## src/rtl/sqs_pkg.sv

```systemverilog
`timescale 1ns / 1ps

package sqs_pkg;

  // Width of the input port, and the bits of it that carry the value
  localparam int RADICAND_W    = 32;
  localparam int RADICAND_BITS = 32;
  localparam int VAL_W         = RADICAND_BITS - 1;
  localparam int ROOT_W        = (VAL_W + 1) / 2;
  localparam int SQ_W          = 2 * ROOT_W;
  localparam int CNT_W         = $clog2(VAL_W);
  localparam int COEF_W        = 16;
  localparam int SFP_W         = 31;

  // Top bit of the root search, an even bit position
  localparam logic [SQ_W-1:0] SQRT_BIT_TOP = SQ_W'(1) << (SQ_W - 2);
  localparam logic [CNT_W-1:0] SQRT_STEPS_M1 = CNT_W'(ROOT_W - 1);
  localparam logic [CNT_W-1:0] DIV_STEPS_M1  = CNT_W'(VAL_W - 1);

  // Controller states
  typedef enum logic [7:0] {
    ST_IDLE  = 8'b0000_0001,
    ST_SQRT  = 8'b0000_0010,
    ST_CAND  = 8'b0000_0100,
    ST_TEST  = 8'b0000_1000,
    ST_SQ    = 8'b0001_0000,
    ST_DIV   = 8'b0010_0000,
    ST_CHECK = 8'b0100_0000,
    ST_DONE  = 8'b1000_0000
  } sqs_state_e;

  // Commands from controller to datapath
  typedef struct packed {
    logic load;
    logic sqrt_step;
    logic cand_load;
    logic sq_load;
    logic div_step;
    logic found;
    logic cand_dec;
    logic out_load;
  } sqs_cmd_t;

  // Status from datapath to controller
  typedef struct packed {
    logic special;
    logic cnt_zero;
    logic cand_gt1;
    logic rem_zero;
  } sqs_status_t;

endpackage

```

## src/rtl/square_root_simplifier_unit.sv

```systemverilog
// Square root simplifier: writes sqrt(radicand) as coefficient * sqrt(square_free_part).
// Input channel: in_valid_i / in_stall_o with radicand_i; a transaction completes on a
// rising edge with valid high and stall low. in_stall_o is high while an item is at work.
// Output channel: out_valid_o / out_stall_i with coefficient_o, square_free_part_o and
// negative_error_o, held in an output register that keeps its value while stalled.
// One result per input. Negative input: negative_error_o = 1, other fields zero.
// Zero input: coefficient 0, square-free part 1.
// Timing: integer square root first (two bits per cycle), then for each candidate
// k tried, from the root downward: a test, a step that squares k, the bit-serial
// remainder of value / (k*k), and a check. The first k that divides ends the
// search. The worst case is about 46339 candidates; special values skip the
// search. The divider sets the rate.
// The next item is accepted once the result is in the output register, even while
// the receiver still stalls; a further result waits until that register is taken.
// Reset (rst_ni, asynchronous, active low) returns to idle with no result pending.
`timescale 1ns / 1ps

module square_root_simplifier_unit (
  input  logic                           clk_i,
  input  logic                           rst_ni,
  input  logic                           in_valid_i,
  output logic                           in_stall_o,
  input  logic [sqs_pkg::RADICAND_W-1:0] radicand_i,
  output logic                           out_valid_o,
  input  logic                           out_stall_i,
  output logic [sqs_pkg::COEF_W-1:0]     coefficient_o,
  output logic [sqs_pkg::SFP_W-1:0]      square_free_part_o,
  output logic                           negative_error_o
);
  import sqs_pkg::*;

  sqs_cmd_t    cmd;
  sqs_status_t status;

  sqs_ctrl u_ctrl (
    .clk_i      (clk_i),
    .rst_ni     (rst_ni),
    .in_valid_i (in_valid_i),
    .in_stall_o (in_stall_o),
    .out_valid_o(out_valid_o),
    .out_stall_i(out_stall_i),
    .status_i   (status),
    .cmd_o      (cmd)
  );

  sqs_dp u_dp (
    .clk_i             (clk_i),
    .radicand_i        (radicand_i),
    .cmd_i             (cmd),
    .status_o          (status),
    .coefficient_o     (coefficient_o),
    .square_free_part_o(square_free_part_o),
    .negative_error_o  (negative_error_o)
  );

endmodule

```

## src/rtl/sqs_ctrl.sv

```systemverilog
`timescale 1ns / 1ps

module sqs_ctrl (
  input  logic                 clk_i,
  input  logic                 rst_ni,
  input  logic                 in_valid_i,
  output logic                 in_stall_o,
  output logic                 out_valid_o,
  input  logic                 out_stall_i,
  input  sqs_pkg::sqs_status_t status_i,
  output sqs_pkg::sqs_cmd_t    cmd_o
);
  import sqs_pkg::*;

  sqs_state_e state_q, state_d;
  logic       out_valid_q, out_valid_d;

  // Next state and commands
  always_comb begin
    state_d = state_q;
    cmd_o   = '0;
    case (state_q)
      ST_IDLE: begin
        if (in_valid_i) begin
          cmd_o.load = 1'b1;
          state_d    = ST_SQRT;
        end
      end
      ST_SQRT: begin
        if (status_i.special) begin
          state_d = ST_DONE;
        end else begin
          cmd_o.sqrt_step = 1'b1;
          if (status_i.cnt_zero) state_d = ST_CAND;
        end
      end
      ST_CAND: begin
        cmd_o.cand_load = 1'b1;
        state_d         = ST_TEST;
      end
      ST_TEST: begin
        state_d = status_i.cand_gt1 ? ST_SQ : ST_DONE;
      end
      ST_SQ: begin
        cmd_o.sq_load = 1'b1;
        state_d       = ST_DIV;
      end
      ST_DIV: begin
        cmd_o.div_step = 1'b1;
        if (status_i.cnt_zero) state_d = ST_CHECK;
      end
      ST_CHECK: begin
        if (status_i.rem_zero) begin
          cmd_o.found = 1'b1;
          state_d     = ST_DONE;
        end else begin
          cmd_o.cand_dec = 1'b1;
          state_d        = ST_TEST;
        end
      end
      ST_DONE: begin
        // output register free, or its transaction completes now
        if (!out_valid_q || !out_stall_i) begin
          cmd_o.out_load = 1'b1;
          state_d        = ST_IDLE;
        end
      end
      default: state_d = ST_IDLE;
    endcase
  end

  // Output valid
  always_comb begin
    out_valid_d = out_valid_q;
    if (cmd_o.out_load) out_valid_d = 1'b1;
    else if (out_valid_q && !out_stall_i) out_valid_d = 1'b0;
  end

  always_ff @(posedge clk_i or negedge rst_ni) begin
    if (!rst_ni) begin
      state_q     <= ST_IDLE;
      out_valid_q <= 1'b0;
    end else begin
      state_q     <= state_d;
      out_valid_q <= out_valid_d;
    end
  end

  assign in_stall_o  = (state_q != ST_IDLE);
  assign out_valid_o = out_valid_q;

  // Checks
  a_accept_starts_sqrt: assert property (@(posedge clk_i) disable iff (!rst_ni)
    in_valid_i && !in_stall_o |=> state_q == ST_SQRT)
    else $error("accepted transaction did not start root search");

  a_valid_from_done: assert property (@(posedge clk_i) disable iff (!rst_ni)
    $rose(out_valid_q) |-> $past(state_q == ST_DONE))
    else $error("result valid raised outside done state");

  a_check_after_div: assert property (@(posedge clk_i) disable iff (!rst_ni)
    state_q == ST_CHECK |-> $past(state_q == ST_DIV))
    else $error("remainder checked before division finished");

endmodule

```

## src/rtl/sqs_dp.sv

```systemverilog
`timescale 1ns / 1ps

module sqs_dp (
  input  logic                           clk_i,
  input  logic [sqs_pkg::RADICAND_W-1:0] radicand_i,
  input  sqs_pkg::sqs_cmd_t              cmd_i,
  output sqs_pkg::sqs_status_t           status_o,
  output logic [sqs_pkg::COEF_W-1:0]     coefficient_o,
  output logic [sqs_pkg::SFP_W-1:0]      square_free_part_o,
  output logic                           negative_error_o
);
  import sqs_pkg::*;

  logic [VAL_W-1:0]  v_q;
  logic              neg_q, zero_q;
  logic [SQ_W-1:0]   srem_q, res_q, bit_q;
  logic [CNT_W-1:0]  cnt_q;
  logic [ROOT_W-1:0] cand_q;
  logic [SQ_W-1:0]   sq_q, drem_q;
  logic [VAL_W-1:0]  dvd_q;
  logic [ROOT_W-1:0] k_q;
  logic [VAL_W-1:0]  m_q;
  logic [COEF_W-1:0] coef_q;
  logic [SFP_W-1:0]  sfp_q;
  logic              err_q;

  logic [VAL_W-1:0]  v_in;
  logic [SQ_W-1:0]   sqrt_trial;
  logic              sqrt_ge;
  logic [SQ_W:0]     div_trial, div_sub;
  logic              div_ge;

  assign v_in = radicand_i[VAL_W-1:0];

  // Root search step: two bits per cycle
  assign sqrt_trial = res_q + bit_q;
  assign sqrt_ge    = (srem_q >= sqrt_trial);

  // Restoring division step: one quotient bit per cycle
  assign div_trial = {drem_q, dvd_q[VAL_W-1]};
  assign div_sub   = div_trial - {1'b0, sq_q};
  assign div_ge    = (div_trial >= {1'b0, sq_q});

  always_ff @(posedge clk_i) begin
    if (cmd_i.load) begin
      v_q    <= v_in;
      neg_q  <= radicand_i[RADICAND_BITS-1];
      zero_q <= (v_in == '0);
      srem_q <= SQ_W'(v_in);
      res_q  <= '0;
      bit_q  <= SQRT_BIT_TOP;
      cnt_q  <= SQRT_STEPS_M1;
      k_q    <= ROOT_W'(1);
      m_q    <= v_in;
    end
    if (cmd_i.sqrt_step) begin
      if (sqrt_ge) begin
        srem_q <= srem_q - sqrt_trial;
        res_q  <= (res_q >> 1) + bit_q;
      end else begin
        res_q  <= res_q >> 1;
      end
      bit_q <= bit_q >> 2;
      cnt_q <= cnt_q - CNT_W'(1);
    end
    if (cmd_i.cand_load) cand_q <= res_q[ROOT_W-1:0];
    // square of the candidate, then clear the divider
    if (cmd_i.sq_load) begin
      sq_q   <= SQ_W'(cand_q) * SQ_W'(cand_q);
      drem_q <= '0;
      dvd_q  <= v_q;
      cnt_q  <= DIV_STEPS_M1;
    end
    if (cmd_i.div_step) begin
      drem_q <= div_ge ? div_sub[SQ_W-1:0] : div_trial[SQ_W-1:0];
      dvd_q  <= {dvd_q[VAL_W-2:0], div_ge};
      cnt_q  <= cnt_q - CNT_W'(1);
    end
    if (cmd_i.found) begin
      k_q <= cand_q;
      m_q <= dvd_q;
    end
    if (cmd_i.cand_dec) cand_q <= cand_q - ROOT_W'(1);
    // result register
    if (cmd_i.out_load) begin
      err_q <= neg_q;
      if (neg_q) begin
        coef_q <= '0;
        sfp_q  <= '0;
      end else if (zero_q) begin
        coef_q <= '0;
        sfp_q  <= SFP_W'(1);
      end else begin
        coef_q <= COEF_W'(k_q);
        sfp_q  <= SFP_W'(m_q);
      end
    end
  end

  assign status_o.special  = neg_q | zero_q;
  assign status_o.cnt_zero = (cnt_q == '0);
  assign status_o.cand_gt1 = (cand_q > ROOT_W'(1));
  assign status_o.rem_zero = (drem_q == '0);

  assign coefficient_o      = coef_q;
  assign square_free_part_o = sfp_q;
  assign negative_error_o   = err_q;

endmodule

```

## config.mk

```make
export PLATFORM = sky130hd
export DESIGN_NAME = square_root_simplifier_unit
export DESIGN_NICKNAME = d
export VERILOG_FILES = /design/src/rtl/sqs_pkg.sv /design/src/rtl/square_root_simplifier_unit.sv /design/src/rtl/sqs_ctrl.sv /design/src/rtl/sqs_dp.sv
export SDC_FILE = /design/constraint.sdc
export NUM_CORES = 1
export LEC_CHECK = 0
export BUFFER_PORTS_ARGS = -buffer_cell sky130_fd_sc_hd__buf_2
export CAP_MARGIN = 25
export CORE_MARGIN = 8
export CORE_UTILIZATION = 43
export CTS_BUF_LIST = sky130_fd_sc_hd__clkbuf_8
export DETAILED_ROUTE_END_ITERATION = 6
export PLACE_DENSITY = 0.63
export SETUP_SLACK_MARGIN = 0.2
export SLEW_MARGIN = 20
export SYNTH_ARGS = -nofsm -noshare
export SYNTH_HDL_FRONTEND = slang
export SYNTH_SLANG_ARGS = --single-unit
```

## constraint.sdc

```tcl
create_clock -name clk_i -period 15.15 [get_ports clk_i]
set_input_delay 0.7575 -clock clk_i [delete_from_list [all_inputs] [get_ports clk_i]]
set_output_delay 0.7575 -clock clk_i [all_outputs]
set_load 0.1 [all_outputs]
```

After elaboration in Yosys (flattened, before gate mapping)
Index checks and enable logic that the tools add are counted.

Bits in registers: 333. Input bits: 36. Output and inout port bits: 50. Logic and storage cells: 105.

Add/subtract/negate cells: 6. Multiply operators: 1. Order comparisons: 3. Eq/ne operators: 13. Muxes and demuxes: 46. Bitwise logic cells: 1. Reduce and logical (&&, ||, !) cells: 15.

Operators with widths (number): $mux 32 (9); $mux 31 (4); $mux 16 (4); $pmux 8 s8 (1); $sub 32x32->32 (2); $mux 29 (2); $mux 8 (7); $ge 33x32->1 (1); $add 31x31->32 (1); $add 32x31->32 (1); $ge 32x32->1 (1); $logic_not 32->1 (1); $mul 16x16->32 (1); $logic_not 31->1 (1); $mux 5 (4); $gt 16x1->1 const B (1); $sub 16x1->16 const B (1); $mux 1 (14); $reduce_bool 2->1 (5); $eq 8x1->1 const B (1); $eq 8x2->1 const B (1); $eq 8x3->1 const B (1); $eq 8x4->1 const B (1); $eq 8x5->1 const B (1); other kinds (17) (19).

Depth between registers and ports, before layout
Word-level depth: 6. Depth in mapped cells: 26. Depth with buffers taken out: 24.

Modules after synthesis
Synthesis repeated with hierarchy kept, for this count alone.

Cells, all modules: 2572. Area total of the unflattened synthesis: 26152.6 um2.

Modules (own cells, without submodules): sqs_dp (times used 1, cells an instance 2512, area an instance 25589.5 um2, sequential area each 9369.0 um2); sqs_ctrl (times used 1, cells an instance 60, area an instance 563.0 um2, sequential area each 226.5 um2).

Worst setup path before layout
No wires, ideal clock.

Path kind: register to register. Start point: register u_dp.cand_q[4]. End point: register u_dp.sq_q[29] (data pin). Setup time: 0.262 ns. Arrival time: 5.976 ns. Data required time: 14.888 ns. Setup slack: 8.912 ns. Cell stages (with the launch flop): 23. Buffers on the path: 2. Period minus slack after synthesis: 6.238 ns. Cells stage by stage: edfxtp_1 > clkbuf_1 > clkbuf_1 > nand2_1 > fa_1 > inv_1 > fa_1 > fa_1 > inv_1 > fa_1 > fa_1 > fa_1 > inv_1 > ha_1 > a21o_1 > a21o_1 > a21o_1 > a32o_1 > a311oi_1 > o31ai_1 > a21oi_1 > o21bai_1 > xor2_1.

Cells in the longest elaborated chain, start to end: 1.

RTL lines: start: declaration (RTL line sqs_dp.sv:18) `logic [ROOT_W-1:0] cand_q;`; start signal: assignment (RTL line sqs_dp.sv:66) `if (cmd_i.cand_load) cand_q <= res_q[ROOT_W-1:0];`; start signal: assignment (RTL line sqs_dp.sv:83) `if (cmd_i.cand_dec) cand_q <= cand_q - ROOT_W'(1);`; $mul 16x16->32 (RTL line sqs_dp.sv:69) `sq_q <= SQ_W'(cand_q) * SQ_W'(cand_q);`; end signal: assignment (RTL line sqs_dp.sv:69); end: declaration (RTL line sqs_dp.sv:19) `logic [SQ_W-1:0] sq_q, drem_q;`.

Every way passes these cells. A chain may end at the register's enable or synchronous reset.

Worst setup path in the final report
Start point: register u_dp.cand_q[1]. End point: register u_dp.sq_q[30] (data pin).

The elaborated chain is that of the path after synthesis.

==> metrics <==
pins over their slew limit 0; post-synthesis async set-or-reset flop share 0.0271; Worst-path clk slew 0.06 ns; area of the multi-input gates 14900 um^2; I/O pin count 86; max-capacitance violation count 0; Crit-path slowest cell edfxtp_1; Initial Util 0.434; initial antenna violation count 4; Inserted Clock Buffers 58; most used cell, CP inv_1; final setup vio count 0; Die H 262 um; grt total ovfl 0; routed length per instance 17.5 um; Startpoint Class register; HPWL after DPL 47300 um; maximum clock path buffer count 3; CTS tree built; Via density 5.41; FP Rows 90; DRC 0; Skew-Pair Late Insertion Delay 0.67 ns; status finished, final reports clean; vias in the first global route 19200; CP endpoint kind register; NumNets Final 3145; FMAX 0.142 GHz; worst clock skew 0.0342 ns; leading cell type in the layout, fill and taps excluded nand2_1; GRT Total Usage 0.176; commonest non-fill, non-tap cells in the layout nand2_1, inv_1, edfxtp_1; setup TNS 0 ns; synth top area cells edfxtp_1, fa_1, ha_1; Post-CTS Resized 0; Post-CTS Setup Inserts 0; crit path max fanout 20; Syn Area/Cell 9.73 um^2; RSZ-0062 raised after global routing false; Final ANT Viol Nets 0; CP peak stage delay 0.70 ns; Worst Path Buf+Inv 7; minimum clock period 7.03 ns; Final Hold Vio Count 0; DIE WIDTH 262 um; Critical Path RT 15.56 ns; # hold bufs at CTS 1; Yosys Warn Count 0; Most used DFF post-synth edfxtp_1; critical-path cell list inv_1, nor2_1, fa_1, inv_1, fa_1, inv_1, fa_1, inv_1, fa_1, inv_1, fa_1, inv_1, fa_1, inv_1, ha_1, a21o_1, a21o_1, a21oi_1, a2bb2oi_1, a31oi_1, a41oi_1, nand2_1, a31oi_1, xnor2_1; Root Driver clkbuf_8; Final period util 0.464; syn_nets 3085; Seq/Total Area, Yosys 0.368; Yosys top cell area share 0.334; dominant cell type by area after synthesis edfxtp_1; Core ar. 60100 um^2; largest net degree at the start of global routing 62; arrival time worst endpoint 7.44 ns; Cells after Synth 2681; Post-Syn Area 26100 um^2; first-pass GRT wire length 101000 um; Hold Path Class in2reg; GP Congestion 0.886; Synth Register Bits 332; via count 19400; P per Cell Area 170 nW/um^2; post-route insts no fill 3577; Post-synth EDFFs 290; Routed Wire Length 62600 um; static leakage power 12.5 nW; Area Overhead vs Synth 9.56%; FILL cells 5616; number of buffers added on ports 85; CP delay by family, top adder cells; Reg area 9600 um^2; Initial DRC Count 1496; die footprint 68800 um^2; post-placement cell count 3462; maximum vdd drop 0.122 mV; CTS H-tree lvls 2; proportion of layout cells with a drive suffix above 1 0.100; first drt pass iteration count 5; Slew HR 0.337; Worst Path Class, Setup reg2reg; post-synth cell types 84; CTS Sinks 332; slew at the pin closest to its max-slew limit 0.991 ns
cell usage after synthesis, types with 39 or more instances:
| cell type | instances |
|---|---|
| ha_1 | 205 |
| a21o_1 | 49 |
| xor2_1 | 75 |
| clkbuf_1 | 81 |
| nand3_1 | 45 |
| fa_1 | 163 |
| inv_1 | 327 |
| and2_1 | 96 |
| a21oi_1 | 112 |
| o21ai_0 | 86 |
| nor2_1 | 171 |
| and3_1 | 39 |
| a31oi_1 | 55 |
| nand2_1 | 383 |
| xnor2_1 | 76 |
| edfxtp_1 | 290 |
routing by layer:
| layer | global-route usage | up-vias | routed length, um |
|---|---|---|---|
| met5 | 0 | - | 0 |
| met4 | 0.0594 | 0 | 1670 |
| met3 | 0.0268 | 99 | 3290 |
| met2 | 0.271 | 548 | 27600 |
| met1 | 0.252 | 9404 | 30100 |
| li1 | - | 9306 | - |
registers in the layout, indices dropped and copies added (netlist names), 16 cells and up:
signal / flops
u_dp.res_q: 32
u_dp.srem_q: 32
u_dp.v_q: 31
u_dp.dvd_q: 31
u_dp.coefficient_o: 16
u_dp.square_free_part_o: 31
u_dp.sq_q: 31
u_dp.m_q: 31
u_dp.bit_q: 16
u_dp.k_q: 16
u_dp.cand_q: 16
u_dp.drem_q: 32
kinds of logic after synthesis:
| logic type | after synthesis | synth area share |
|---|---|---|
| multiplexers | 41 | 0.0174 |
| XOR/XNOR | 151 | 0.0507 |
| AO/OA/AOI/OAI | 462 | 0.115 |
| flip-flops | 332 | 0.368 |
| buffers and inverters | 433 | 0.0642 |
| adder cells (fa/ha/maj) | 368 | 0.223 |
| AND/OR/NAND/NOR | 894 | 0.161 |
worst register-to-register path: cells and delay by family (launching register included):
kind | cells | cell delay, ns
buf+inv | 7 | 0.63
fa+ha+maj | 7 | 3.36
xor+xnor | 1 | 0.09
simple gates | 2 | 0.27
flops | 1 | 0.70
compound gates | 7 | 1.71
final cells by class:
class | count | share of cell area
timing repair buffer | 105 | 0.0202
multi-input combinational | 1916 | 0.520
clock inverter | 40 | 0.0123
clock buffer | 70 | 0.0337
tap | 782 | 0.0342
inverter | 328 | 0.0431
sequential | 332 | 0.336
antenna | 4 | 0.000350
through the flow:
step,hold WS (ns),total power [W],utilization,setup slack (ns),cell area [um^2]
finish,0.328,0.00484,0.475,8.12,28600
floorplan,0.451,0.00331,-,8.91,26100
CTS,0.271,0.00486,0.475,8.16,28600
global placement,0.474,0.00387,0.453,8.28,27200
global route,0.282,0.00522,0.475,7.72,28600
detailed placement,0.478,0.00391,0.453,8.17,27200
worst paths after layout:
path	from	endpoint	slack, ns	cells past startpoint
max in group asynchronous	rst_ni	u_ctrl.state_q[0]$_DFFE_PN1P_	14.41	2
min	radicand_i[0]	u_dp.v_q[0]$_DFFE_PP_	0.33	1
max reg2reg	u_dp.cand_q[1]$_DFFE_PN_	u_dp.sq_q[30]$_DFFE_PP_	8.12	24
max	u_dp.cand_q[1]$_DFFE_PN_	u_dp.sq_q[30]$_DFFE_PP_	8.12	24
min reg2reg	u_dp.srem_q[7]$_DFF_P_	u_dp.srem_q[7]$_DFF_P_	0.49	2
min in group asynchronous	rst_ni	u_ctrl.state_q[6]$_DFFE_PN0P_	0.48	2
power by group:
| group | internal, W | leakage, nW | switching (W) |
|---|---|---|---|
| registers | 0.00124 | 3.00 | 0.000122 |
| clock network | 0.000514 | 0.713 | 0.000412 |
| logic | 0.000995 | 8.75 | 0.00156 |
Power figures use the tool's default switching activity.
